**src/design/abd_pkg.sv**
```systemverilog
package abd_pkg;

  localparam int MAX_CLASSES     = 7;
  localparam int NUM_SCORES      = 7;
  localparam int COORD_FRAC_BITS = 4;

  localparam int SCORE_W    = 16;
  localparam int CLASS_W    = 3;
  localparam int COORD_W    = 10 + COORD_FRAC_BITS;
  localparam int PAD_W      = 10;
  localparam int SIZE_W     = 13;
  localparam int SCALE_W    = 24;
  localparam int SCALE_FRAC = 16;
  localparam int OUT_W      = 12;
  localparam int OUT_MAX    = (1 << OUT_W) - 1;

  // corner with one extra fraction bit, signed
  localparam int DBL_W      = COORD_W + 3;
  localparam int PROD_SHIFT = COORD_FRAC_BITS + 1 + SCALE_FRAC;
  localparam int PROD_W     = DBL_W + SCALE_W + 1;
  localparam int CLAMP_W    = OUT_W + PROD_SHIFT;

  localparam int CFG_IDX_W  = 3;
  localparam int CFG_DATA_W = 24;

  typedef enum logic [CFG_IDX_W-1:0] {
    REG_CLASS_COUNT     = 3'd0,
    REG_SCORE_THRESHOLD = 3'd1,
    REG_INVERSE_SCALE   = 3'd2,
    REG_PAD_LEFT        = 3'd3,
    REG_PAD_TOP         = 3'd4,
    REG_IMAGE_WIDTH     = 3'd5,
    REG_IMAGE_HEIGHT    = 3'd6
  } cfg_reg_t;

  localparam logic [CLASS_W-1:0] RST_CLASS_COUNT     = 3'd2;
  localparam logic [SCORE_W-1:0] RST_SCORE_THRESHOLD = 16'd16384;
  localparam logic [SCALE_W-1:0] RST_INVERSE_SCALE   = 24'd65536;
  localparam logic [PAD_W-1:0]   RST_PAD             = '0;
  localparam logic [SIZE_W-1:0]  RST_IMAGE_WIDTH     = 13'd640;
  localparam logic [SIZE_W-1:0]  RST_IMAGE_HEIGHT    = 13'd480;

  typedef struct packed {
    logic [CLASS_W-1:0] class_count;
    logic [SCORE_W-1:0] score_threshold;
    logic [SCALE_W-1:0] inverse_scale;
    logic [PAD_W-1:0]   pad_left;
    logic [PAD_W-1:0]   pad_top;
    logic [OUT_W-1:0]   lim_x;
    logic [OUT_W-1:0]   lim_y;
  } cfg_t;

  typedef struct packed {
    logic [COORD_W-1:0]                center_x;
    logic [COORD_W-1:0]                center_y;
    logic [COORD_W-1:0]                box_width;
    logic [COORD_W-1:0]                box_height;
    logic [NUM_SCORES-1:0][SCORE_W-1:0] score;
    logic                              final_anchor;
  } in_item_t;

  typedef struct packed {
    logic                     pass;
    logic [CLASS_W-1:0]       class_id;
    logic [SCORE_W-1:0]       top_score;
    logic signed [DBL_W-1:0]  x1;
    logic signed [DBL_W-1:0]  y1;
    logic signed [DBL_W-1:0]  x2;
    logic signed [DBL_W-1:0]  y2;
    logic                     frame_end;
  } dec_t;

  typedef struct packed {
    logic                     pass;
    logic [CLASS_W-1:0]       class_id;
    logic [SCORE_W-1:0]       top_score;
    logic signed [PROD_W-1:0] x1;
    logic signed [PROD_W-1:0] y1;
    logic signed [PROD_W-1:0] x2;
    logic signed [PROD_W-1:0] y2;
    logic                     frame_end;
  } prod_t;

  typedef struct packed {
    logic               kept;
    logic [CLASS_W-1:0] class_id;
    logic [SCORE_W-1:0] top_score;
    logic [OUT_W-1:0]   left;
    logic [OUT_W-1:0]   top;
    logic [OUT_W-1:0]   right;
    logic [OUT_W-1:0]   bottom;
    logic               frame_end;
  } out_item_t;

endpackage

```
**src/design/abd_scale.sv**
```systemverilog
module abd_scale import abd_pkg::*; (
  input  logic  clk,
  input  logic  rst_n,
  input  cfg_t  cfg,
  input  logic  up_valid,
  output logic  up_ready,
  input  dec_t  up_item,
  output logic  dn_valid,
  input  logic  dn_ready,
  output prod_t dn_item
);

  logic  dn_valid_r;
  prod_t dn_item_r;
  prod_t dn_item_nxt;

  logic signed [PROD_W-1:0] scale_s;

  // four independent corner-by-scale multipliers
  always_comb begin
    scale_s = $signed(PROD_W'(cfg.inverse_scale));

    dn_item_nxt.pass       = up_item.pass;
    dn_item_nxt.class_id   = up_item.class_id;
    dn_item_nxt.top_score  = up_item.top_score;
    dn_item_nxt.x1         = PROD_W'(up_item.x1) * scale_s;
    dn_item_nxt.y1         = PROD_W'(up_item.y1) * scale_s;
    dn_item_nxt.x2         = PROD_W'(up_item.x2) * scale_s;
    dn_item_nxt.y2         = PROD_W'(up_item.y2) * scale_s;
    dn_item_nxt.frame_end  = up_item.frame_end;
  end

  assign up_ready = !dn_valid_r || dn_ready;

  always_ff @(posedge clk) begin
    if (!rst_n) begin
      dn_valid_r <= 1'b0;
    end else if (up_ready) begin
      dn_valid_r <= up_valid;
    end
  end

  always_ff @(posedge clk) begin
    if (up_valid && up_ready) begin
      dn_item_r <= dn_item_nxt;
    end
  end

  assign dn_valid = dn_valid_r;
  assign dn_item  = dn_item_r;

endmodule

```
**config.mk**
```make
export PLATFORM = sky130hd
export DESIGN_NAME = abd_scale
export DESIGN_NICKNAME = d
export VERILOG_FILES = /design/src/design/abd_pkg.sv /design/src/design/abd_scale.sv
export SDC_FILE = /design/constraint.sdc
export NUM_CORES = 2
export LEC_CHECK = 0
export BUFFER_PORTS_ARGS = -buffer_cell sky130_fd_sc_hd__buf_2
export CAP_MARGIN = 20
export CORE_AREA = 2 2 418 420
export CTS_BUF_LIST = sky130_fd_sc_hd__clkbuf_4
export CTS_CLUSTER_DIAMETER = 120
export DETAILED_ROUTE_END_ITERATION = 10
export DIE_AREA = 0 0 420 422
export PLACE_DENSITY = 0.51
export SLEW_MARGIN = 5
export SYNTH_ARGS = -nofsm -noshare
export SYNTH_HDL_FRONTEND = slang
export SYNTH_SLANG_ARGS = --single-unit
```
**constraint.sdc**
```tcl
create_clock -name clk -period 15.1 [get_ports clk]
set_input_delay 3.02 -clock clk [delete_from_list [all_inputs] [get_ports clk]]
set_output_delay 3.02 -clock clk [all_outputs]
set_load 0.1 [all_outputs]
```
==> flow_summary.toml <==
[sta]
final.min_clock_period_ps = 10010
hold_viol_final = 0
max_slew_margin_pct = 19.60
tns_ps = 0
rsz0062_at_grt = "false"
fin_worst_skew_ps = 18.39
tightest_slew_ps = 1198
max_freq_ghz = 0.09993
fin_crit_sh_pct = 66.27
fin_hold_ws_ps = 550.9
setup_viol = 0
slew_violations = 0

[floorplanning]
ioPinCount = 371
die-area_um2 = 177200
num_rows = 153
core_um2 = 172900
die_w_um = 420
die_y_um = 422
initial_utilization_pct = 34.80

[drt]
drtAntennaViolNets = 0
wl_per_cell_um = 16.85
drcViolationCount = 0
drt_first_pass_iters = 7
vias_per_cell = 4.770
num_vias = 42330
drt_iter0_drc = 2195
wl_mm = 149.5

[logic_synthesis]
synthTopCellsByArea = "fa_1, ha_1, inv_1, edfxtp_1, and2_1"
async_flop_share_pct = 0
synth.distinct_cells = 70
synth_seq_cells = 190
syn_inst = 6502
synth-main-ff-cell = "edfxtp_1"
synth-edff-count = 189
yosysTopAreaCellShare_pct = 43.79
syn_nets = 8566
yosys.area.top_type = "fa_1"
yosysSeqAreaShare_pct = 9.467
syn_area_per_cell_um2 = 9.253
yosys_warnings = 0
synth_area_um2 = 60160

[placement]
dpl.hpwl_mm = 118.1
place_area_um2 = 63590
port_buffers = 307
dp.cells = 8829
gp_congestion = 0.8761

[global_routing]
first_global_vias = 45400
grt_max_degree = 69
gr-total-overflow = 0
antenna_found_initial = 19
gr-usage-all-layers_pct = 17.79
grt_pass1_wl_mm = 249.6

[cts]
postCtsHoldBufs = 0
cts.clk_slew.worst_paths_ps = 210
htree_levels = 4
post-cts-setup-buffers = 0
clockRootBuffer = "clkbuf_4"
clock_latency_ps = 920
cts_resized = 0
cts_tree = "built"
clkSinkCount = 190
cts_buffers = 17
cts.path.max_buffers = 2

[critical_path]
worstSetupStartpointType = "input port"
critPathMaxFanout = 35
crit_type = "input port to flop"
end_kind = "flop"
crit_arrival_ps = 10710
cp_data_required_time_ps = 15800

[cells_and_area]
regArea_um2 = 5695
instances_no_fill = 8874
drive_above_1_share_pct = 6.089
fin_area_um2 = 63920
final_cell_mix = "inv_1, fa_1, nand2_1"
mostFrequentLayoutCell = "inv_1"
multi_input_area_um2 = 47400
nFillCells = 17810
synthToLayoutAreaGrowth_pct = 6.243
final_nets = 8587

[run]
max-cap-violations = 0

[worst_hold_path]
hp-class = "flop to flop"

[outcome]
status = "completed"
[logic make-up (layout without fill, tap and decap cells)]
logic type | Yosys count | after routing | synth area share [%]
simple gates | 1920 | 1920 | 15.75
fa+ha+maj | 1884 | 1884 | 55.60
buf+inv | 1883 | 1917 | 11.75
compound gates | 476 | 476 | 5.255
flops | 190 | 190 | 9.467
xor+xnor | 148 | 148 | 2.155
mux | 1 | 1 | 0.01664
other cells | 0 | 13 | 0
[cells in the mapped netlist (all sizes together), types with 5 or more instances]
master	number
o311ai	5
a211oi	16
a221oi	5
nor2	133
nand4	22
ha	568
nor3	14
o31ai	7
o21ai	89
or3	7
a21boi	7
o21a	16
xor2	40
a31oi	19
nand2b	56
a21o	110
inv	1545
nor2b	17
and3	20
fa	1316
nand2	871
edfxtp	189
clkbuf	336
a21oi	146
nand3	20
o21bai	17
a221o	5
and2	746
xnor2	108
[metal layers]
metal | track usage (%) | wire length (um) | up-vias
met5 | 0 | 47 | -
met4 | 3.687 | 2597 | 8
met3 | 1.765 | 6161 | 91
met2 | 29.35 | 71420 | 826
met1 | 25.28 | 69280 | 22160
li1 | - | - | 19240
[final timing paths]
check	from	to	slack, ps	cells after the start
setup / recovery	cfg[54]	dn_item[123]$_DFFE_PP_	5090	22
setup reg to reg	dn_valid$_SDFFE_PN0N_	dn_item[166]$_DFFE_PP_	12320	4
hold / removal	dn_valid$_SDFFE_PN0N_	dn_valid$_SDFFE_PN0N_	550	2
hold reg to reg	dn_valid$_SDFFE_PN0N_	dn_valid$_SDFFE_PN0N_	550	2
[sequential cells by signal, indices dropped and copies added, names as in the netlist]
register and flops:
dn_valid 1, dn_item 189
[per-stage QoR]
stage          utilization (%)  worst slack, ps
2_1_floorplan                -             6078
3_3_place_gp             36.79             4368
3_5_place_dp             36.79             4246
4_1_cts                  36.96             5373
5_1_grt                  36.97             4857
6_report                 36.98             5093
[layout make-up]
type                    instances  area share [%]
clock buffers                  17          0.1997
inverters                    1545           9.073
repair buffers                340           2.791
multi-input cells            4429           74.16
diodes                         13         0.05089
clock inverters                15          0.2662
well taps                    2325           4.551
flip-flops and latches        190           8.910
[critical path, cell delays in order]
cell and delay [ps]:
buf_2 670, buf_4 570, nand2_1 160, fa_1 540
fa_1 590, fa_1 460, fa_1 550, inv_1 50
fa_1 470, inv_1 50, fa_1 470, inv_1 40
ha_1 370, and4_1 230, o21ai_1 60, a21oi_1 300
o31ai_1 270, a211oi_1 790, nor2_1 240, a311oi_1 400
mux2i_1 230, o2111ai_1 130
Power is not shown: default switching activity piles up to over one toggle a cycle in this logic, so the estimate is an artifact.
