==> src/design/abd_pkg.sv <==
package abd_pkg;

  localparam int MAX_CLASSES     = 7;
  localparam int NUM_SCORES      = 7;
  localparam int COORD_FRAC_BITS = 4;

  localparam int SCORE_W    = 16;
  localparam int CLASS_W    = 3;
  localparam int COORD_W    = 10 + COORD_FRAC_BITS;
  localparam int PAD_W      = 10;
  localparam int SIZE_W     = 13;
  localparam int SCALE_W    = 24;
  localparam int SCALE_FRAC = 16;
  localparam int OUT_W      = 12;
  localparam int OUT_MAX    = (1 << OUT_W) - 1;

  // corner with one extra fraction bit, signed
  localparam int DBL_W      = COORD_W + 3;
  localparam int PROD_SHIFT = COORD_FRAC_BITS + 1 + SCALE_FRAC;
  localparam int PROD_W     = DBL_W + SCALE_W + 1;
  localparam int CLAMP_W    = OUT_W + PROD_SHIFT;

  localparam int CFG_IDX_W  = 3;
  localparam int CFG_DATA_W = 24;

  typedef enum logic [CFG_IDX_W-1:0] {
    REG_CLASS_COUNT     = 3'd0,
    REG_SCORE_THRESHOLD = 3'd1,
    REG_INVERSE_SCALE   = 3'd2,
    REG_PAD_LEFT        = 3'd3,
    REG_PAD_TOP         = 3'd4,
    REG_IMAGE_WIDTH     = 3'd5,
    REG_IMAGE_HEIGHT    = 3'd6
  } cfg_reg_t;

  localparam logic [CLASS_W-1:0] RST_CLASS_COUNT     = 3'd2;
  localparam logic [SCORE_W-1:0] RST_SCORE_THRESHOLD = 16'd16384;
  localparam logic [SCALE_W-1:0] RST_INVERSE_SCALE   = 24'd65536;
  localparam logic [PAD_W-1:0]   RST_PAD             = '0;
  localparam logic [SIZE_W-1:0]  RST_IMAGE_WIDTH     = 13'd640;
  localparam logic [SIZE_W-1:0]  RST_IMAGE_HEIGHT    = 13'd480;

  typedef struct packed {
    logic [CLASS_W-1:0] class_count;
    logic [SCORE_W-1:0] score_threshold;
    logic [SCALE_W-1:0] inverse_scale;
    logic [PAD_W-1:0]   pad_left;
    logic [PAD_W-1:0]   pad_top;
    logic [OUT_W-1:0]   lim_x;
    logic [OUT_W-1:0]   lim_y;
  } cfg_t;

  typedef struct packed {
    logic [COORD_W-1:0]                center_x;
    logic [COORD_W-1:0]                center_y;
    logic [COORD_W-1:0]                box_width;
    logic [COORD_W-1:0]                box_height;
    logic [NUM_SCORES-1:0][SCORE_W-1:0] score;
    logic                              final_anchor;
  } in_item_t;

  typedef struct packed {
    logic                     pass;
    logic [CLASS_W-1:0]       class_id;
    logic [SCORE_W-1:0]       top_score;
    logic signed [DBL_W-1:0]  x1;
    logic signed [DBL_W-1:0]  y1;
    logic signed [DBL_W-1:0]  x2;
    logic signed [DBL_W-1:0]  y2;
    logic                     frame_end;
  } dec_t;

  typedef struct packed {
    logic                     pass;
    logic [CLASS_W-1:0]       class_id;
    logic [SCORE_W-1:0]       top_score;
    logic signed [PROD_W-1:0] x1;
    logic signed [PROD_W-1:0] y1;
    logic signed [PROD_W-1:0] x2;
    logic signed [PROD_W-1:0] y2;
    logic                     frame_end;
  } prod_t;

  typedef struct packed {
    logic               kept;
    logic [CLASS_W-1:0] class_id;
    logic [SCORE_W-1:0] top_score;
    logic [OUT_W-1:0]   left;
    logic [OUT_W-1:0]   top;
    logic [OUT_W-1:0]   right;
    logic [OUT_W-1:0]   bottom;
    logic               frame_end;
  } out_item_t;

endpackage

==> src/design/abd_clamp.sv <==
module abd_clamp import abd_pkg::*; (
  input  logic      clk,
  input  logic      rst_n,
  input  cfg_t      cfg,
  input  logic      up_valid,
  output logic      up_ready,
  input  prod_t     up_item,
  output logic      dn_valid,
  input  logic      dn_ready,
  output out_item_t dn_item
);

  logic      dn_valid_r;
  out_item_t dn_item_r;
  out_item_t dn_item_nxt;

  logic [CLAMP_W-1:0] x1c;
  logic [CLAMP_W-1:0] y1c;
  logic [CLAMP_W-1:0] x2c;
  logic [CLAMP_W-1:0] y2c;
  logic               keep;

  // clamp to [0, limit] at full product precision
  function automatic logic [CLAMP_W-1:0] clamp_prod(input logic signed [PROD_W-1:0] p,
                                                     input logic [OUT_W-1:0] lim);
    logic [CLAMP_W-1:0] hi;
    hi = {lim, {PROD_SHIFT{1'b0}}};
    if (p[PROD_W-1]) begin
      return '0;
    end else if ($unsigned(p) > PROD_W'(hi)) begin
      return hi;
    end else begin
      return p[CLAMP_W-1:0];
    end
  endfunction

  always_comb begin
    x1c  = clamp_prod(up_item.x1, cfg.lim_x);
    y1c  = clamp_prod(up_item.y1, cfg.lim_y);
    x2c  = clamp_prod(up_item.x2, cfg.lim_x);
    y2c  = clamp_prod(up_item.y2, cfg.lim_y);
    keep = up_item.pass && (x2c > x1c) && (y2c > y1c);

    dn_item_nxt.kept       = keep;
    dn_item_nxt.class_id   = up_item.class_id;
    dn_item_nxt.top_score  = up_item.top_score;
    dn_item_nxt.left       = keep ? x1c[CLAMP_W-1 -: OUT_W] : '0;
    dn_item_nxt.top        = keep ? y1c[CLAMP_W-1 -: OUT_W] : '0;
    dn_item_nxt.right      = keep ? x2c[CLAMP_W-1 -: OUT_W] : '0;
    dn_item_nxt.bottom     = keep ? y2c[CLAMP_W-1 -: OUT_W] : '0;
    dn_item_nxt.frame_end  = up_item.frame_end;
  end

  assign up_ready = !dn_valid_r || dn_ready;

  always_ff @(posedge clk) begin
    if (!rst_n) begin
      dn_valid_r <= 1'b0;
    end else if (up_ready) begin
      dn_valid_r <= up_valid;
    end
  end

  always_ff @(posedge clk) begin
    if (up_valid && up_ready) begin
      dn_item_r <= dn_item_nxt;
    end
  end

  assign dn_valid = dn_valid_r;
  assign dn_item  = dn_item_r;

endmodule

==> config.mk <==
export PLATFORM = sky130hd
export DESIGN_NAME = abd_clamp
export DESIGN_NICKNAME = d
export VERILOG_FILES = /design/src/design/abd_pkg.sv /design/src/design/abd_clamp.sv
export SDC_FILE = /design/constraint.sdc
export NUM_CORES = 1
export LEC_CHECK = 0
export BUFFER_PORTS_ARGS = -buffer_cell sky130_fd_sc_hd__buf_2
export CAP_MARGIN = 25
export CORE_MARGIN = 5
export CORE_UTILIZATION = 50
export CTS_CLUSTER_DIAMETER = 30
export DETAILED_ROUTE_END_ITERATION = 12
export MAX_ROUTING_LAYER = met4
export PLACE_DENSITY = 0.93
export REMOVE_ABC_BUFFERS = 1
export SETUP_SLACK_MARGIN = 0.4
export SLEW_MARGIN = 30
export SYNTH_ARGS = -nofsm -noshare
export SYNTH_HDL_FRONTEND = slang
export SYNTH_SLANG_ARGS = --single-unit
==> constraint.sdc <==
create_clock -name clk -period 7.2 [get_ports clk]
set_input_delay 0.36 -clock clk [delete_from_list [all_inputs] [get_ports clk]]
set_output_delay 0.36 -clock clk [all_outputs]
set_load 0.02 [all_outputs]
==> results.yml <==
final_layout:
  instances_no_fill: 1396
  nets: 1569
  layout_common_cells: "buf_2, ha_1, nand2_1"
  drive_gt1_share_pct: 31.1
  final_core_util_pct: 62.2
  area_growth_pct: 22.7
  layout_commonest_cell: "buf_2"
  antennaDiodeCount: 0
placed_design:
  globalplace.congestion: 1.01
  dpl.hpwl_um: 21300
  placed_cells: 1379
  io_buffers: 287
grt:
  grt_pass1_vias: 8239
  gr-total-overflow: 0
  track_usage_pct: 27.7
  grt_pass1_wl_um: 40300
  grt_max_degree: 50
  antenna_found_initial: 0
die:
  rows: 46
  coreArea_um2: 15800
  die-area_um2: 18600
  io_pins: 351
  start_util_pct: 50.7
  die_x_um: 136
  die_h_um: 136
clock_network:
  numCtsBuffers: 9
  clock_latency_ps: 330
  cts_setup_buffers: 0
  hold_buffers: 0
  clock-sinks: 70
  postCtsResizedCells: 0
  cts_tree: "built"
  path_clk_slew_ps: 60
  htreeDepth: 3
  clockBufferDepth: 2
  root_buffer: "clkbuf_16"
timing:
  fmax_ghz: 0.185
  relSlewSlack_pct: 39.8
  rsz0062_at_grt: "false"
  tightest_slew_ps: 895
  whs_ps: 202
  setup_viol_count_final: 0
  maxSlewViolCount: 0
  fin_skew_ps: 8.43
  period_needed_ps: 5410
  finalSetupTns_ps: 0
  finalCritPeriodShare_pct: 75.2
  hold_viol: 0
logic_synthesis:
  synth-async-reset-ratio_pct: 0
  ys_ff_latch: 70
  avgSynthCellArea_um2: 8.60
  ys_warn_count: 0
  synth-edff-count: 69
  yosysUniqueCellTypes: 48
  ys_seq_area_share_pct: 26.2
  syn_area_um2: 7990
  synthCells: 929
  synthFlopType: "edfxtp_1"
run:
  cap_violations: 0
routing:
  via_count: 8601
  drt_iter0_drc: 680
  dr.pass1.iters: 6
  wl_per_cell_um: 18.5
  routed_via_density: 6.16
  drc: 0
  ant_nets: 0
  drt_wl_total_um: 25800
worst_setup_path:
  path_class: "input pin to flip-flop"
  ff2ff_setup_slack_ps: 5330
  path_buf_inv: 2
  cp_data_arrival_time_ps: 5460
  cp_max_fo: 21
  crit_chain: "buf_2, ha_1, nor4bb_1, nand4_1, or3_1, a21oi_1, buf_4, nand2_1, ha_1, and4_1, and3b_1, a2111oi_1, o221ai_4, o21ai_2, nor3_1"
  worst_path_most_repeated_cell: "ha_1"
  cp-end-kind: "flip-flop"
  cp-start-kind: "input pin"
  worstPathRequired_ps: 7250
  cp_top_family: "simple AND/OR/NAND/NOR gates"
  crit_slowest_cell: "or3_1"
  slowest_delay_ps: 760
power:
  leakagePower_uw: 0.00413
  ir_drop_v: 0.000116
  power_density_nw_per_um2: 130
  finalPower_uw: 1270
run_status:
  status: "finished, final reports clean"
worst_hold_path:
  min_path_type: "input pin to flip-flop"
synth_stat cells (8+ instances only):
library cell,n,area [um2]
ha_1,114,1430
nand2_1,103,387
edfxtp_1,69,2070
nor2_1,66,248
nand3_1,55,275
clkbuf_1,42,158
nor3_2,40,400
a21oi_1,38,190
a31oi_1,37,231
o32ai_1,36,315
o41ai_1,36,315
inv_1,30,113
and2_1,29,181
nor2b_1,28,175
nor4_1,25,156
or2_1,24,150
nor3_1,17,85.1
nand4_1,16,100
buf_2,15,75.1
mux2i_1,12,120
o21ai_0,10,50.1
a21o_1,8,60.1
area by class of cell:
| cell class | instances | area [um2] |
|---|---|---|
| inverter | 30 | 113 |
| timing repair buffer | 299 | 1530 |
| sequential | 70 | 2090 |
| multi-input combinational | 765 | 5490 |
| tap | 216 | 270 |
| clock inverter | 7 | 80.1 |
| clock buffer | 9 | 225 |
| fill | 1375 | 5970 |
cells by family (layout without fill, tap and decap cells):
family	count (synthesis)	in the layout	share of synthesized area, %
mux	12	12	1.50
compound gates	203	203	18.9
fa+ha+maj	114	114	17.8
flops	70	70	26.2
buf+inv	94	345	5.26
simple gates	436	436	30.3
path summary, 6_finish.rpt:
path,depth (start not counted),end,start
worst min-delay path,1,dn_item[60],up_item[180]
worst min register to register,2,dn_valid,dn_valid
worst max-delay path,15,dn_item[25],cfg[12]
worst max register to register,3,dn_item[61],dn_valid
where the power goes:
part	internal (uW)	switching, uW	total, uW
Clock	271	173	444
Sequential	475	8.22	483
Combinational	132	215	347
Total	878	396	1270
per-layer routing:
| layer | vias to the layer above | share of wire [%] | track usage [%] |
|---|---|---|---|
| met4 | 0 | 4.7 | 11.9 |
| met3 | 104 | 7.7 | 2.81 |
| met1 | 3948 | 40 | 33.6 |
| met2 | 479 | 48 | 47.0 |
| li1 | 4070 | - | - |
| met5 | - | 0 | - |
state kept, by name (all words and copies together), names as in the netlist:
register / cells
dn_item: 69
dn_valid: 1
stage by stage:
step	worst slack (ps)	cell area [um2]
after floorplan	267	7680
after global placement	1420	9480
after detailed placement	1450	9480
after CTS	1790	9790
after global routing	1500	9800
final	1790	9800
No activity file was read; power rests on OpenSTA's default activity.
