## src/design/abd_pkg.sv

```systemverilog
package abd_pkg;

  localparam int MAX_CLASSES     = 7;
  localparam int NUM_SCORES      = 7;
  localparam int COORD_FRAC_BITS = 4;

  localparam int SCORE_W    = 16;
  localparam int CLASS_W    = 3;
  localparam int COORD_W    = 10 + COORD_FRAC_BITS;
  localparam int PAD_W      = 10;
  localparam int SIZE_W     = 13;
  localparam int SCALE_W    = 24;
  localparam int SCALE_FRAC = 16;
  localparam int OUT_W      = 12;
  localparam int OUT_MAX    = (1 << OUT_W) - 1;

  // corner with one extra fraction bit, signed
  localparam int DBL_W      = COORD_W + 3;
  localparam int PROD_SHIFT = COORD_FRAC_BITS + 1 + SCALE_FRAC;
  localparam int PROD_W     = DBL_W + SCALE_W + 1;
  localparam int CLAMP_W    = OUT_W + PROD_SHIFT;

  localparam int CFG_IDX_W  = 3;
  localparam int CFG_DATA_W = 24;

  typedef enum logic [CFG_IDX_W-1:0] {
    REG_CLASS_COUNT     = 3'd0,
    REG_SCORE_THRESHOLD = 3'd1,
    REG_INVERSE_SCALE   = 3'd2,
    REG_PAD_LEFT        = 3'd3,
    REG_PAD_TOP         = 3'd4,
    REG_IMAGE_WIDTH     = 3'd5,
    REG_IMAGE_HEIGHT    = 3'd6
  } cfg_reg_t;

  localparam logic [CLASS_W-1:0] RST_CLASS_COUNT     = 3'd2;
  localparam logic [SCORE_W-1:0] RST_SCORE_THRESHOLD = 16'd16384;
  localparam logic [SCALE_W-1:0] RST_INVERSE_SCALE   = 24'd65536;
  localparam logic [PAD_W-1:0]   RST_PAD             = '0;
  localparam logic [SIZE_W-1:0]  RST_IMAGE_WIDTH     = 13'd640;
  localparam logic [SIZE_W-1:0]  RST_IMAGE_HEIGHT    = 13'd480;

  typedef struct packed {
    logic [CLASS_W-1:0] class_count;
    logic [SCORE_W-1:0] score_threshold;
    logic [SCALE_W-1:0] inverse_scale;
    logic [PAD_W-1:0]   pad_left;
    logic [PAD_W-1:0]   pad_top;
    logic [OUT_W-1:0]   lim_x;
    logic [OUT_W-1:0]   lim_y;
  } cfg_t;

  typedef struct packed {
    logic [COORD_W-1:0]                center_x;
    logic [COORD_W-1:0]                center_y;
    logic [COORD_W-1:0]                box_width;
    logic [COORD_W-1:0]                box_height;
    logic [NUM_SCORES-1:0][SCORE_W-1:0] score;
    logic                              final_anchor;
  } in_item_t;

  typedef struct packed {
    logic                     pass;
    logic [CLASS_W-1:0]       class_id;
    logic [SCORE_W-1:0]       top_score;
    logic signed [DBL_W-1:0]  x1;
    logic signed [DBL_W-1:0]  y1;
    logic signed [DBL_W-1:0]  x2;
    logic signed [DBL_W-1:0]  y2;
    logic                     frame_end;
  } dec_t;

  typedef struct packed {
    logic                     pass;
    logic [CLASS_W-1:0]       class_id;
    logic [SCORE_W-1:0]       top_score;
    logic signed [PROD_W-1:0] x1;
    logic signed [PROD_W-1:0] y1;
    logic signed [PROD_W-1:0] x2;
    logic signed [PROD_W-1:0] y2;
    logic                     frame_end;
  } prod_t;

  typedef struct packed {
    logic               kept;
    logic [CLASS_W-1:0] class_id;
    logic [SCORE_W-1:0] top_score;
    logic [OUT_W-1:0]   left;
    logic [OUT_W-1:0]   top;
    logic [OUT_W-1:0]   right;
    logic [OUT_W-1:0]   bottom;
    logic               frame_end;
  } out_item_t;

endpackage

```

## src/design/abd_decode.sv

```systemverilog
module abd_decode import abd_pkg::*; (
  input  logic     clk,
  input  logic     rst_n,
  input  cfg_t     cfg,
  input  logic     up_valid,
  output logic     up_ready,
  input  in_item_t up_item,
  output logic     dn_valid,
  input  logic     dn_ready,
  output dec_t     dn_item
);

  logic dn_valid_r;
  dec_t dn_item_r;
  dec_t dn_item_nxt;

  logic [CLASS_W-1:0]      n_used;
  logic [SCORE_W-1:0]      best;
  logic [CLASS_W-1:0]      cls;
  logic                    found;
  logic signed [DBL_W-1:0] cx2;
  logic signed [DBL_W-1:0] cy2;
  logic signed [DBL_W-1:0] bw;
  logic signed [DBL_W-1:0] bh;
  logic signed [DBL_W-1:0] px;
  logic signed [DBL_W-1:0] py;

  // strict greater-than scan, lowest index wins ties
  always_comb begin
    n_used = (cfg.class_count > CLASS_W'(MAX_CLASSES)) ? CLASS_W'(MAX_CLASSES)
                                                        : cfg.class_count;
    best  = '0;
    cls   = '0;
    found = 1'b0;
    for (int c = 0; c < MAX_CLASSES; c++) begin
      if ((CLASS_W'(c) < n_used) && (up_item.score[c] > best)) begin
        best  = up_item.score[c];
        cls   = CLASS_W'(c);
        found = 1'b1;
      end
    end
  end

  always_comb begin
    cx2 = $signed(DBL_W'({up_item.center_x, 1'b0}));
    cy2 = $signed(DBL_W'({up_item.center_y, 1'b0}));
    bw  = $signed(DBL_W'(up_item.box_width));
    bh  = $signed(DBL_W'(up_item.box_height));
    px  = $signed(DBL_W'({cfg.pad_left, {(COORD_FRAC_BITS + 1){1'b0}}}));
    py  = $signed(DBL_W'({cfg.pad_top, {(COORD_FRAC_BITS + 1){1'b0}}}));

    dn_item_nxt.pass       = found && (best >= cfg.score_threshold);
    dn_item_nxt.class_id   = cls;
    dn_item_nxt.top_score  = best;
    dn_item_nxt.x1         = cx2 - bw - px;
    dn_item_nxt.y1         = cy2 - bh - py;
    dn_item_nxt.x2         = cx2 + bw - px;
    dn_item_nxt.y2         = cy2 + bh - py;
    dn_item_nxt.frame_end  = up_item.final_anchor;
  end

  assign up_ready = !dn_valid_r || dn_ready;

  always_ff @(posedge clk) begin
    if (!rst_n) begin
      dn_valid_r <= 1'b0;
    end else if (up_ready) begin
      dn_valid_r <= up_valid;
    end
  end

  always_ff @(posedge clk) begin
    if (up_valid && up_ready) begin
      dn_item_r <= dn_item_nxt;
    end
  end

  assign dn_valid = dn_valid_r;
  assign dn_item  = dn_item_r;

endmodule

```

## config.mk

```make
export PLATFORM = sky130hd
export DESIGN_NAME = abd_decode
export DESIGN_NICKNAME = d
export VERILOG_FILES = /design/src/design/abd_pkg.sv /design/src/design/abd_decode.sv
export SDC_FILE = /design/constraint.sdc
export NUM_CORES = 1
export LEC_CHECK = 0
export BUFFER_PORTS_ARGS = -buffer_cell sky130_fd_sc_hd__buf_2
export CAP_MARGIN = 40
export CORE_MARGIN = 4
export CORE_UTILIZATION = 30
export DETAILED_ROUTE_END_ITERATION = 16
export PLACE_DENSITY_LB_ADDON = 0.25
export SYNTH_ARGS = -nofsm -noshare
export SYNTH_HDL_FRONTEND = slang
export SYNTH_SLANG_ARGS = --single-unit
export TNS_END_PERCENT = 1
```

## constraint.sdc

```tcl
create_clock -name clk -period 18.5 [get_ports clk]
set_input_delay 2.775 -clock clk [delete_from_list [all_inputs] [get_ports clk]]
set_output_delay 2.775 -clock clk [all_outputs]
set_load 0.005 [all_outputs]
```

==> results.yml <==
status:
  status: "finished clean"
grt:
  grt_antenna_before_repair: 7
  grt.total_usage_pct: 16.4
  grt_pass1_vias: 9949
  grt_max_degree: 51
  overflow: 0
  grt_pass1_wl_um: 51300
worst_setup_path:
  worstSetupPathType: "in -> reg"
  cp_common_cell: "a21o_1"
  crit_path_end_kind: "register"
  worst-r2r-setup-slack_ns: 16.47
  critPathLaunch: "up_item[4]"
  cp-endpoint: "dn_item[88]"
  cp.required_ns: 18.59
  cp_max_fo: 9
  reg2reg_from: "dn_valid"
  max_stage_delay_ns: 0.43
  reg2reg_depth: 3
  worstReg2RegEnd: "dn_item[46]"
  cpMaxStageDelayCell: "or4_4"
  critPathLaunchType: "input port"
  cp_data_arrival_time_ns: 18.41
detailed_routing:
  route.antenna.remaining_nets: 0
  wl_per_cell_um: 15.9
  drt-pass1-iter-count: 5
  met3WireLength_um: 1700
  wl_um: 34900
  num_vias: 10400
  drt_iter0_markers: 416
  drc: 0
  drt-met1-wl_um: 15700
  viasPerCell: 4.75
  top_layer: "met5"
  route.met2.wl_um: 16800
sta:
  skew_ns: 0.00591
  rsz0062_at_grt: "true"
  max_freq_mhz: 54.6
  post-route-period-util_pct: 99.0
  max-slew-margin-rel_pct: 53.3
  worst_pin_slew_ns: 0.701
  finalCriticalPeriod_ns: 18.32
  slew_viol_final: 0
  hold_ws_ns: 0.567
  hold_viol: 0
  setup_viol: 0
  setup_tns_ns: 0
clock_tree:
  clk_latency_ns: 0.35
  numCtsBuffers: 9
  cts_max_level: 3
  cts-root-buf: "clkbuf_16"
  clk_pin_slew_ns: 0.07
  cts_tree: "yes"
  clk_path_buf_depth: 2
  cts.sinks: 88
  cts.hold.buffers_added: 0
die:
  start_util_pct: 30.5
  rows: 69
  ios: 351
  dieWidth_um: 199
  coreArea_um2: 35700
  die_h_um: 199
  dieArea_um2: 39500
yosys:
  syn_area_um2: 10900
  ys_types: 62
  ys_ff_latch: 88
  ys_top_cells_by_area: "edfxtp_1 24%, ha_1 22%, inv_1 9.3%"
  yosys_warnings: 0
  yosysSeqAreaShare_pct: 24.1
  synth_most_common_cell: "inv_1"
  synth_ff_type: "edfxtp_1"
  synth_common_cells: "269 x inv_1, 190 x ha_1, 87 x edfxtp_1"
  synth-edff-count: 87
  async_reset_ff_share_pct: 0
  synth.avg_cell_area_um2: 8.82
  synth_area_leader_cell: "edfxtp_1"
  synth_cells: 1237
  yosys.area.top_type_share_pct: 23.9
  syn_nets: 1713
pwr:
  peakVddDrop_mv: 0.0556
  power_density_nw_per_um2: 85.7
  leakage_nw: 7.89
place:
  routabilityCongestion: 0.870
  dpl-instance-area_um2: 14000
  hpwl_um: 28400
  io_buffers: 302
  placed_cells: 2133
final_layout:
  areaGrowthSynthToFinish_pct: 42.8
  fin_area_um2: 15600
  fin_cells: 2189
  nets: 2199
  insertedDiodeCount: 0
  drive_above_1_share_pct: 38.9
job:
  drv_cap: 0
hold_path:
  hold_class: "reg -> reg"
## timing repair
action,4_1_cts,5_1_grt
endpoints found under the setup margin,1,1
gates resized for setup,77,110
gates cloned,2,1
setup buffers,10,27
pin swaps,28,71
## state kept, by name, indices dropped and copies added (netlist names)
register  flops
dn_item      87
dn_valid      1
## per-layer routing
| metal | vias to the layer above | track usage (%) |
|---|---|---|
| li1 | 5281 | - |
| met3 | 41 | 3.12 |
| met4 | 12 | 2.99 |
| met1 | 4818 | 21.9 |
| met5 | - | 0 |
| met2 | 236 | 28.0 |
## critical path, delay by kind of cell
kind | cells | cell delay [ns]
AO/OA/AOI/OAI | 46 | 7.68
AND/OR/NAND/NOR | 18 | 2.86
buffers and inverters | 17 | 2.19
adder cells (fa/ha/maj) | 7 | 1.68
multiplexers | 4 | 1.21
## metrics by stage
stage / setup slack [ns] / utilization (%) / power, W
5_1_grt: -0.723 / 43.6 / 0.00145
3_3_place_gp: -1.39 / 39.3 / 0.00100
4_1_cts: 0.0214 / 41.3 / 0.00128
3_5_place_dp: -1.43 / 39.3 / 0.00101
6_report: 0.180 / 43.6 / 0.00134
2_1_floorplan: 0.0227 / - / 0.000719
## cell usage in the layout, fill, tap and decap left out, types with 5 or more instances in the layout
cell type and instances:
o21ai_2 7, nand3_1 10, nand2_2 7, fa_1 26, mux2_4 20, inv_1 260, buf_6 13, a21oi_1 68
buf_4 172, mux2_2 26, o21a_1 15, o21ai_0 37, nand2_4 5, o21bai_1 35, ha_1 166, a21o_1 34
a221oi_1 11, a21boi_0 9, edfxtp_1 87, clkbuf_16 9, ha_4 23, inv_2 9, nand2_1 56, nor3_1 10
nand4_1 17, a21oi_2 17, mux2i_1 11, o211ai_1 8, xor2_1 21, buf_2 302, nand2b_1 9, xnor2_1 38
nor2b_1 9, o21ai_1 12, nor2_1 58
## where the power goes
group          switching, W  internal (W)
logic              0.000401      0.000425
registers         0.0000101      0.000282
clock network     0.0000856      0.000132
total              0.000497      0.000839
## worst min-delay path by stage
stage,startpoint,to,slack [ns],cells after the start
detailed placement,dn_valid,dn_valid,0.57,2
global placement,dn_valid,dn_valid,0.52,2
CTS,dn_valid,dn_valid,0.58,2
finish,dn_valid,dn_valid,0.57,2
global route,dn_valid,dn_valid,0.61,2
floorplan,dn_valid,dn_valid,0.54,2
## cell families (layout without fill, tap and decap cells)
family,Yosys count,count (layout),share of synthesized area [%]
and+or+nand+nor,221,222,9.82
buffers and inverters,286,775,10.1
muxes,62,62,6.28
AOI/OAI and AO/OA,305,306,18.4
adders and majority gates,216,216,26.6
DFF,88,88,24.1
xor gates and xnor gates,59,59,4.74
## layout make-up
cell class                      instances  area (um2)
Clock buffer                           10         229
Clock inverter                          6         108
Fill cell                            3521       20200
Inverter                              269        1010
Multi-Input combinational cell        865        8020
Sequential cell                        88        2630
Tap cell                              461         577
Timing Repair Buffer                  490        3000
No activity file was read; power rests on OpenSTA's default activity.
