**config.mk**
```make
export PLATFORM = sky130hd
export DESIGN_NAME = abd_cfg_regs
export DESIGN_NICKNAME = d
export VERILOG_FILES = /design/src/design/abd_pkg.sv /design/src/design/abd_cfg_regs.sv
export SDC_FILE = /design/constraint.sdc
export NUM_CORES = 1
export LEC_CHECK = 0
export ABC_AREA = 1
export BUFFER_PORTS_ARGS = -buffer_cell sky130_fd_sc_hd__buf_4
export CAP_MARGIN = 30
export CORE_UTILIZATION = 40
export CTS_CLUSTER_DIAMETER = 40
export DETAILED_ROUTE_END_ITERATION = 10
export GPL_TIMING_DRIVEN = 1
export PLACE_DENSITY = 0.73
export SYNTH_ARGS = -nofsm -noshare
export SYNTH_HDL_FRONTEND = slang
export SYNTH_SLANG_ARGS = --single-unit
```
**constraint.sdc**
```tcl
create_clock -name clk -period 4.3 [get_ports clk]
set_clock_uncertainty 0.2 [all_clocks]
set_input_delay 0.86 -clock clk [delete_from_list [all_inputs] [get_ports clk]]
set_output_delay 0.86 -clock clk [all_outputs]
set_load 0.005 [all_outputs]
```
**src/design/abd_pkg.sv**
```systemverilog
package abd_pkg;

  localparam int MAX_CLASSES     = 7;
  localparam int NUM_SCORES      = 7;
  localparam int COORD_FRAC_BITS = 4;

  localparam int SCORE_W    = 16;
  localparam int CLASS_W    = 3;
  localparam int COORD_W    = 10 + COORD_FRAC_BITS;
  localparam int PAD_W      = 10;
  localparam int SIZE_W     = 13;
  localparam int SCALE_W    = 24;
  localparam int SCALE_FRAC = 16;
  localparam int OUT_W      = 12;
  localparam int OUT_MAX    = (1 << OUT_W) - 1;

  // corner with one extra fraction bit, signed
  localparam int DBL_W      = COORD_W + 3;
  localparam int PROD_SHIFT = COORD_FRAC_BITS + 1 + SCALE_FRAC;
  localparam int PROD_W     = DBL_W + SCALE_W + 1;
  localparam int CLAMP_W    = OUT_W + PROD_SHIFT;

  localparam int CFG_IDX_W  = 3;
  localparam int CFG_DATA_W = 24;

  typedef enum logic [CFG_IDX_W-1:0] {
    REG_CLASS_COUNT     = 3'd0,
    REG_SCORE_THRESHOLD = 3'd1,
    REG_INVERSE_SCALE   = 3'd2,
    REG_PAD_LEFT        = 3'd3,
    REG_PAD_TOP         = 3'd4,
    REG_IMAGE_WIDTH     = 3'd5,
    REG_IMAGE_HEIGHT    = 3'd6
  } cfg_reg_t;

  localparam logic [CLASS_W-1:0] RST_CLASS_COUNT     = 3'd2;
  localparam logic [SCORE_W-1:0] RST_SCORE_THRESHOLD = 16'd16384;
  localparam logic [SCALE_W-1:0] RST_INVERSE_SCALE   = 24'd65536;
  localparam logic [PAD_W-1:0]   RST_PAD             = '0;
  localparam logic [SIZE_W-1:0]  RST_IMAGE_WIDTH     = 13'd640;
  localparam logic [SIZE_W-1:0]  RST_IMAGE_HEIGHT    = 13'd480;

  typedef struct packed {
    logic [CLASS_W-1:0] class_count;
    logic [SCORE_W-1:0] score_threshold;
    logic [SCALE_W-1:0] inverse_scale;
    logic [PAD_W-1:0]   pad_left;
    logic [PAD_W-1:0]   pad_top;
    logic [OUT_W-1:0]   lim_x;
    logic [OUT_W-1:0]   lim_y;
  } cfg_t;

  typedef struct packed {
    logic [COORD_W-1:0]                center_x;
    logic [COORD_W-1:0]                center_y;
    logic [COORD_W-1:0]                box_width;
    logic [COORD_W-1:0]                box_height;
    logic [NUM_SCORES-1:0][SCORE_W-1:0] score;
    logic                              final_anchor;
  } in_item_t;

  typedef struct packed {
    logic                     pass;
    logic [CLASS_W-1:0]       class_id;
    logic [SCORE_W-1:0]       top_score;
    logic signed [DBL_W-1:0]  x1;
    logic signed [DBL_W-1:0]  y1;
    logic signed [DBL_W-1:0]  x2;
    logic signed [DBL_W-1:0]  y2;
    logic                     frame_end;
  } dec_t;

  typedef struct packed {
    logic                     pass;
    logic [CLASS_W-1:0]       class_id;
    logic [SCORE_W-1:0]       top_score;
    logic signed [PROD_W-1:0] x1;
    logic signed [PROD_W-1:0] y1;
    logic signed [PROD_W-1:0] x2;
    logic signed [PROD_W-1:0] y2;
    logic                     frame_end;
  } prod_t;

  typedef struct packed {
    logic               kept;
    logic [CLASS_W-1:0] class_id;
    logic [SCORE_W-1:0] top_score;
    logic [OUT_W-1:0]   left;
    logic [OUT_W-1:0]   top;
    logic [OUT_W-1:0]   right;
    logic [OUT_W-1:0]   bottom;
    logic               frame_end;
  } out_item_t;

endpackage

```
**src/design/abd_cfg_regs.sv**
```systemverilog
module abd_cfg_regs import abd_pkg::*; (
  input  logic                  clk,
  input  logic                  rst_n,
  input  logic                  wr_valid,
  input  logic [CFG_IDX_W-1:0]  wr_index,
  input  logic [CFG_DATA_W-1:0] wr_data,
  output cfg_t                  cfg
);

  logic [CLASS_W-1:0] class_count_r;
  logic [SCORE_W-1:0] score_threshold_r;
  logic [SCALE_W-1:0] inverse_scale_r;
  logic [PAD_W-1:0]   pad_left_r;
  logic [PAD_W-1:0]   pad_top_r;
  logic [SIZE_W-1:0]  image_width_r;
  logic [SIZE_W-1:0]  image_height_r;

  always_ff @(posedge clk) begin
    if (!rst_n) begin
      class_count_r     <= RST_CLASS_COUNT;
      score_threshold_r <= RST_SCORE_THRESHOLD;
      inverse_scale_r   <= RST_INVERSE_SCALE;
      pad_left_r        <= RST_PAD;
      pad_top_r         <= RST_PAD;
      image_width_r     <= RST_IMAGE_WIDTH;
      image_height_r    <= RST_IMAGE_HEIGHT;
    end else if (wr_valid) begin
      case (wr_index)
        REG_CLASS_COUNT:     class_count_r     <= wr_data[CLASS_W-1:0];
        REG_SCORE_THRESHOLD: score_threshold_r <= wr_data[SCORE_W-1:0];
        REG_INVERSE_SCALE:   inverse_scale_r   <= wr_data[SCALE_W-1:0];
        REG_PAD_LEFT:        pad_left_r        <= wr_data[PAD_W-1:0];
        REG_PAD_TOP:         pad_top_r         <= wr_data[PAD_W-1:0];
        REG_IMAGE_WIDTH:     image_width_r     <= wr_data[SIZE_W-1:0];
        REG_IMAGE_HEIGHT:    image_height_r    <= wr_data[SIZE_W-1:0];
        default: ;
      endcase
    end
  end

  // clamp limit is size-1, saturated to the output range
  function automatic logic [OUT_W-1:0] size_limit(input logic [SIZE_W-1:0] size);
    logic [SIZE_W-1:0] dec;
    dec = size - SIZE_W'(1);
    if (size == '0) begin
      return '0;
    end else if (dec > SIZE_W'(OUT_MAX)) begin
      return OUT_W'(OUT_MAX);
    end else begin
      return dec[OUT_W-1:0];
    end
  endfunction

  always_comb begin
    cfg.class_count     = class_count_r;
    cfg.score_threshold = score_threshold_r;
    cfg.inverse_scale   = inverse_scale_r;
    cfg.pad_left        = pad_left_r;
    cfg.pad_top         = pad_top_r;
    cfg.lim_x           = size_limit(image_width_r);
    cfg.lim_y           = size_limit(image_height_r);
  end

endmodule

```
==> run metrics, run 1 <==
Reg2Reg Setup Slack 3.27 ns; first-pass GRT wire length 18200 µm; Vias 4130; Initial DRT Pass Iterations 4; n_diodes 0; Cell Chain, Critical Path inv_1, ha_1, or2_2, nor2_1, nand2_1, nor2_1, nand3_1, nand3_2, nand2_1, inv_1, buf_4; Max clock buf depth 2; grt ovf 0; final setup violating endpoints 0; Slowest-stage cell, CP nand3_1; Post-synth EDFFs 0; H-tree depth 3; worst slew pin tran 0.773 ns; largest net degree at the start of global routing 90; #FFs+latches synth 89; initial antenna violation count 0; Die H 105 µm; drt initial violations 210; PortBufs 116; worst hold path type register to register; Routed Antenna Nets 0; CP max stage delay 0.45 ns; Filler Cell Count 1039; unrepaired setup endpoints after global routing no; cells after synthesis 631; share of the synthesized area in the top cell type 0.423; headroom to the max-slew limit 0.484; Critical Path Start image_height_r[0]; Total Power 1.74 mW; reg2reg start image_height_r[8]; multi-input logic area 1990 µm²; share of cells above drive strength 1 0.220; drt total wl 11200 µm; reg2reg end image_height_r[8]; Hold-fix buffers, CTS 0; CP Launch Type register; net switching power 0.467 mW; Synth Net Count 663; Die Wd 105 µm; crit path time final 3.58 ns; Sinks on Clock Net 89; core area 10300 µm²; worst path arrival time 2.52 ns; CP endpoint kind primary output; Post-Syn Area 4220 µm²; die area 11000 µm²; CTS clock-pin slew for the worst setup and hold paths 0.09 ns; maximum vdd drop 0.232 mV; GRT Util Overall 0.205; Syn Area/Cell 6.68 µm²; worst hold start pad_left_r[8]; final net count 765; Synth cell types 25; ranking of synthesized cells by area dfxtp_1, nor2_1, o21ai_0; clock root buffer clkbuf_8; period utilization 0.833; later-pin clock latency in the skew report 0.35 ns; hold path depth 2; register share of total power 0.500; Post-CTS Setup Inserts 0; CTS tree done; Synth top cells by count nor2_1, nand2_1, dfxtp_1, o21ai_0, inv_1; Int Pwr 1.28 mW; wire length per cell 12.9 µm; vias per cell 4.73; most frequent cell after synthesis nor2_1; Setup CP Type register to primary output; Setup TNS Final 0 ns; area leader, netlist dfxtp_1; vias in the first global route 3854; PD cells 326 nW/µm²; Comb power frac 0.157; fmax 279 MHz; TritonCTS buffer count 9; Clk pwr share 0.343; GP Congestion 0.839; Initial Utilization 0.410; outcome complete, no violations; Warnings, synthesis 0; IO Count 117; Sw Ratio 0.267; drt drc 0; Post-synth ARST share 0; maximum fanout along the worst path 11; P&R area growth vs syn 27.1%; Slew Limit Fails 0; Seq/Total Area, Yosys 0.423; Crit path required time 3.24 ns; row cnt 37; dpl hpwl 7960 µm; reg2reg path depth 2; worst hold path endpoint pad_left_r[8]; Max-Cap Viols 0; predominant post-synthesis flop cell dfxtp_1; # resized after CTS 0; endpoints failing hold 0; Leak Pwr 2.71 nW; Reg area 1780 µm²
==> area by class of cell <==
| type | count | share of cell area |
|---|---|---|
| clock buffers | 11 | 0.0283 |
| clock inverters | 5 | 0.0117 |
| inverters | 83 | 0.0582 |
| multi-input cells | 432 | 0.372 |
| flip-flops and latches | 89 | 0.333 |
| well taps | 136 | 0.0318 |
| repair buffers | 118 | 0.165 |
==> through the flow <==
stage	instances	setup WS, ns	utilization	area [µm²]	hold slack, ns
global route	874	0.405	0.521	5360	0.276
detailed placement	858	1.08	0.500	5140	0.246
finish	874	0.718	0.521	5360	0.257
floorplan	631	1.61	-	4220	0.240
global placement	858	1.20	0.500	5140	0.234
CTS	874	0.696	0.521	5360	0.261
==> critical path: cells and delay by family (launching register included) <==
kind	cells	cell delay, ns
adders and majority gates	1	0.32
buffers and inverters	3	0.25
DFF	1	0.36
and+or+nand+nor	7	1.23
==> kinds of logic after synthesis <==
logic type,after synthesis,share of synthesized area
AO/OA/AOI/OAI,118,0.144
buffers and inverters,110,0.104
XOR/XNOR,2,0.00416
adder cells (fa/ha/maj),2,0.00594
flip-flops,89,0.423
AND/OR/NAND/NOR,310,0.318
==> metal layers <==
metal,wire length [µm],track usage
met1,4970,0.254
met3,900,0.0636
met5,0,0
met4,248,0.0765
met2,5120,0.333
==> how the worst max path moves through the flow <==
| stage | endpoint | slack, ns | cells past startpoint |
|---|---|---|---|
| floorplan | cfg[2] | 1.61 | 11 |
| global placement | cfg[0] | 1.20 | 11 |
| detailed placement | cfg[4] | 1.08 | 11 |
| CTS | cfg[3] | 0.70 | 11 |
| global route | cfg[2] | 0.41 | 13 |
| finish | cfg[3] | 0.72 | 11 |
==> cells in the final DEF (no fill, tap or decap), types with 11 or more instances in the layout <==
cell	netlist	layout
nor2_1	149	149
buf_4	0	118
nand2_1	99	99
dfxtp_1	89	89
o21ai_0	86	86
inv_1	80	80
nand3_1	32	32
a21oi_1	25	25
nand3_2	12	12
clkbuf_8	0	11
==> power by group through the flow <==
stage	sequential, mW	clock, mW	combinational, mW
after floorplan	0.888	0	0.147
after global placement	0.889	0	0.268
after detailed placement	0.890	0	0.274
after CTS	0.871	0.611	0.275
after global routing	0.875	0.640	0.311
final	0.872	0.599	0.273
==> flip-flops by register name, summed over array words and instances (netlist names) <==
| signal | count |
|---|---|
| class_count_r | 3 |
| image_height_r | 13 |
| image_width_r | 13 |
| inverse_scale_r | 24 |
| pad_left_r | 10 |
| pad_top_r | 10 |
| score_threshold_r | 16 |
Power figures use the tool's default switching activity.
==> run 2, diff against run 1 <==
- clock period: 4.3 -> 3.38 ns (I/O delays scaled with it)
==> run 2 against run 1 <==
Via count rose by 2.2%. Largest cell class unchanged. Worst hold slack got worse by 0.0057 ns. Flip-flop and latch count did not move. Setup slack got worse by 0.54 ns. Clock-buffer cell count rose by 1.
==> run metrics, run 2 (same netlist as run 1, synthesis figures left out) <==
row cnt 37 (unchanged); PortBufs 116 (unchanged); period utilization 0.947; Vias 4221 (+2.2%); Routed Antenna Nets 0 (unchanged); outcome complete, no violations; TritonCTS buffer count 9 (unchanged); IO Count 117 (unchanged); first-pass GRT wire length 19000 µm (+4.4%); Crit path required time 2.50 ns (-0.74 ns); clock root buffer clkbuf_8; maximum vdd drop 0.322 mV (+38%); fmax 312 MHz; Sinks on Clock Net 89 (unchanged); GRT Util Overall 0.213 (+0.00827); Clk pwr share 0.314 (-0.029); Sw Ratio 0.269 (+0.00173); Initial Utilization 0.410 (unchanged); share of cells above drive strength 1 0.232 (+0.0126); Most flops, register inverse_scale_r; register share of total power 0.519 (+0.019); # placed instances 860 (+0.23%); drt drc 0 (unchanged); CP endpoint kind primary output; headroom to the max-slew limit 0.491 (+0.00650); Int Pwr 1.56 mW (+22%); most common cell after layout, fill and taps aside nor2_1; die area 11000 µm² (unchanged); fin cells 877 (+0.34%); final net count 769 (+0.52%); P&R area growth vs syn 27.8%; CTS clock-pin slew for the worst setup and hold paths 0.08 ns (about the same); worst hold path type register to register; later-pin clock latency in the skew report 0.36 ns (about the same); GP Congestion 0.855 (+1.9%); initial antenna violation count 0 (unchanged); Initial DRT Pass Iterations 5 (+1); crit path time final 3.20 ns; final setup violating endpoints 0 (unchanged); maximum fanout along the worst path 13 (+2); Post-CTS Setup Inserts 0 (unchanged); Comb power frac 0.168 (+0.011); Top Registers inverse_scale_r (24), score_threshold_r (16); Leak Pwr 2.72 nW (+0.29%); Max-Cap Viols 0 (unchanged); most frequent cells in the layout nor2_1, buf_4, nand2_1; Die H 105 µm (unchanged); vias in the first global route 3996 (+3.7%); drt total wl 11400 µm (+1.8%); wire length per cell 13.0 µm (+1.4%); max FFs per register 24 (unchanged); core area 10300 µm² (unchanged); Filler Cell Count 1036 (-0.29%); net switching power 0.575 mW (+23%); CTS tree done; Die Wd 105 µm (unchanged); vias per cell 4.81 (+1.9%); Design Area, Final 5390 µm² (+0.58%); dpl hpwl 8050 µm (+1.2%); worst slew pin tran 0.763 ns (-0.00974 ns); Slew Limit Fails 0 (unchanged); drt initial violations 287 (+37%); PD cells 397 nW/µm² (+22%); worst path arrival time 2.33 ns (-0.19 ns); H-tree depth 3 (unchanged); Setup CP Type register to primary output; CP Launch Type register; DP Area 5160 µm² (+0.29%); n_diodes 0 (unchanged); endpoints failing hold 0 (unchanged); Max clock buf depth 2 (unchanged); Hold-fix buffers, CTS 0 (unchanged); grt ovf 0 (unchanged); largest net degree at the start of global routing 90 (unchanged)
## run 2: power groups by stage
stage	Combinational [mW]	Clock (mW)	Sequential [mW]
floorplan	0.187	0	1.13
global placement	0.341	0	1.13
detailed placement	0.350	0	1.13
CTS	0.351	0.685	1.11
global route	0.407	0.725	1.11
finish	0.358	0.671	1.11
## run 2: final cells by class
type / count / area [µm²] / share of cell area
clock buffers: 12 / 165 / 0.0307
clock inverters: 3 / 15.0 / 0.00279
inverters: 83 / 312 / 0.0578
multi-input cells: 434 / 2040 / 0.379
flip-flops and latches: 89 / 1780 / 0.331
well taps: 136 / 170 / 0.0316
repair buffers: 120 / 901 / 0.167
## run 2: worst paths after layout
check,from,to,slack (ns),depth (start not counted)
max,image_height_r[0],cfg[1],0.18,12
min reg2reg,pad_left_r[9],pad_left_r[9],0.25,2
min,pad_left_r[9],pad_left_r[9],0.25,2
max reg2reg,image_height_r[8],image_height_r[8],2.40,2
## run 2: per-layer routing
metal	wire (µm)	track usage	share of wire
met2	5290	0.343	0.46
met5	0	0	0
met1	5170	0.269	0.45
met4	194	0.0775	0.017
met3	777	0.0636	0.068
## run 2: through the flow
stage | worst slack (ns) | util | hold slack [ns] | total power, mW | TNS [ns]
after floorplan | 0.871 | - | 0.240 | 1.32 | 0
after global placement | 0.460 | 0.502 | 0.237 | 1.47 | 0
after detailed placement | 0.323 | 0.502 | 0.242 | 1.48 | 0
after CTS | 0.0981 | 0.520 | 0.253 | 2.14 | 0
after global routing | -0.0408 | 0.524 | 0.284 | 2.25 | -0.0946
final | 0.179 | 0.524 | 0.251 | 2.14 | 0
## run 2: worst max-delay path: stages (launching register included)
cell,delay (ns)
dfxtp_1,0.34
inv_1,0.11
ha_1,0.25
nand2_2,0.13
nor2_4,0.13
nand4_2,0.09
or2_4,0.31
nand2_2,0.09
inv_2,0.13
nand3_2,0.11
nand2_1,0.07
inv_1,0.09
buf_4,0.12
## run 2: repair_timing
item                                    4_1_cts  5_1_grt
endpoints found under the setup margin       11       22
pin swaps                                     0        2
gates cloned                                  0        2
resized for setup                             1        8
==> run 3, diff against run 2 <==
- ABC_CLOCK_PERIOD_IN_PS: not set -> 3380
- MAX_ROUTING_LAYER: not set -> met4
==> run 3 against run 2 <==
Fmax grew 0.37%. Non-clock buffer count unchanged. Sequential share of layout area down 0.20 points. Flip-flop and latch count did not move. Critical path depth shrank 1.
==> run metrics, run 3 (same netlist as run 1, synthesis figures left out) <==
outcome complete, no violations; Total Power 2.26 mW (+5.8%); TritonCTS buffer count 9 (unchanged); post-layout worst setup margin 0.191 ns (+0.0118 ns); GP Congestion 0.869 (+1.6%); headroom to the max-slew limit 0.496 (+0.00500); worst slew pin tran 0.755 ns (-0.00749 ns); period utilization 0.944 (-0.00348); largest net degree at the start of global routing 90 (unchanged); Top Registers inverse_scale_r (24), score_threshold_r (16); Int Pwr 1.68 mW (+7.4%); PortBufs 116 (unchanged); IO Count 117 (unchanged); worst hold path type register to register; Sinks on Clock Net 89 (unchanged); Critical Path Start image_height_r[0]; Sw Ratio 0.258 (-0.0111); Post-CTS Setup Inserts 0 (unchanged); dpl hpwl 8080 µm (+0.35%); Setup CP Type register to primary output; Filler Cell Count 1061 (+2.4%); drt total wl 11400 µm (-0.14%); # placed instances 860 (unchanged); first-pass GRT wire length 18400 µm (-3.3%); Slew Limit Fails 0 (unchanged); CTS clock-pin slew for the worst setup and hold paths 0.08 ns (about the same); Die H 105 µm (unchanged); most common cell after layout, fill and taps aside nor2_1; Setup TNS Final 0 ns (unchanged); H-tree depth 3 (unchanged); initial antenna violation count 0 (unchanged); Reg area 1780 µm² (unchanged); Design Area, Final 5420 µm² (+0.60%); clock root buffer clkbuf_8; crit path time final 3.19 ns (-0.0118 ns); share of cells above drive strength 1 0.230 (-0.00239); PD cells 417 nW/µm² (+5.2%); P&R area growth vs syn 28.6%; most frequent cells in the layout nor2_1, buf_4, nand2_1; worst hold start pad_left_r[9]; vias in the first global route 3888 (-2.7%); row cnt 37 (unchanged); reg2reg start image_height_r[8]; register share of total power 0.490 (-0.029); final net count 768 (-0.13%); n_diodes 0 (unchanged); DP Area 5160 µm² (unchanged); worst path arrival time 2.31 ns (-0.02 ns); final setup violating endpoints 0 (unchanged); drt drc 0 (unchanged); later-pin clock latency in the skew report 0.35 ns (about the same); Routed Antenna Nets 0 (unchanged); CTS tree done; multi-input logic area 2040 µm² (-0.25%); Vias 4222 (+0.024%); fmax 314 MHz (+0.37%); Core Util, Final 0.527 (+0.00316); net switching power 0.584 mW (+1.4%); Max clock buf depth 2 (unchanged); CP endpoint kind primary output; fin cells 876 (-0.11%); Initial Utilization 0.410 (unchanged); Crit path required time 2.50 ns (about the same); Leak Pwr 2.73 nW (+0.60%); Clk pwr share 0.352 (+0.038); CP Launch Type register; vias per cell 4.82 (+0.14%); pre-CTS WS 0.331 ns (+0.00808 ns); maximum fanout along the worst path 11 (-2); unrepaired setup endpoints after global routing no; die area 11000 µm² (unchanged); maximum vdd drop 0.267 mV (-17%); GRT Util Overall 0.215 (+0.00168); wire length per cell 13.0 µm (about the same); core area 10300 µm² (unchanged); Initial DRT Pass Iterations 5 (unchanged); Fin Hold WS 0.251 ns (-0.0000860 ns); Max-Cap Viols 0 (unchanged); Most flops, register inverse_scale_r; max FFs per register 24 (unchanged); grt ovf 0 (unchanged); drt initial violations 291 (+1.4%); endpoints failing hold 0 (unchanged); Die Wd 105 µm (unchanged); Comb power frac 0.158 (-0.010)
## run 3: power by group through the flow
stage | Sequential, mW | Combinational [mW] | Clock, mW
2_1_floorplan | 1.13 | 0.187 | 0
5_1_grt | 1.11 | 0.404 | 0.858
3_5_place_dp | 1.13 | 0.350 | 0
3_3_place_gp | 1.13 | 0.342 | 0
4_1_cts | 1.11 | 0.352 | 0.810
6_report | 1.11 | 0.357 | 0.796
## run 3: critical path: stages, from the launching register on
cell and delay [ns]:
dfxtp_1 0.37, inv_1 0.09, ha_1 0.32, or2_2 0.28, nor2_1 0.10, nand2_1 0.06, nor2_1 0.17, nand3_4 0.22
nand3_2 0.12, nand2_1 0.05, inv_1 0.07, buf_4 0.11
## run 3: layout make-up
class,count,area share
Multi-Input combinational cell,433,0.376
Inverter,83,0.0575
Clock inverter,4,0.0141
Sequential cell,89,0.329
Tap cell,136,0.0314
Clock buffer,11,0.0261
Timing Repair Buffer,120,0.166
## run 3: worst paths after layout
| kind | end | slack (ns) | cells past startpoint |
|---|---|---|---|
| hold / removal | pad_left_r[9] | 0.25 | 2 |
| setup reg to reg | image_height_r[8] | 2.40 | 2 |
| hold reg to reg | pad_left_r[9] | 0.25 | 2 |
| setup / recovery | cfg[4] | 0.19 | 11 |
## run 3: timing repair
item	CTS	global route
hold buffers	0	0
resized for setup	1	8
setup endpoints to repair	10	22
hold endpoints to repair	0	0
cloned	0	1
pin swaps	0	1
## run 3: metal layers
metal	global-route usage	vias up	wire, µm
met5	-	-	0
met4	0.0966	0	225
met3	0.0437	19	648
met2	0.340	120	5320
met1	0.265	1898	5230
li1	-	2185	-
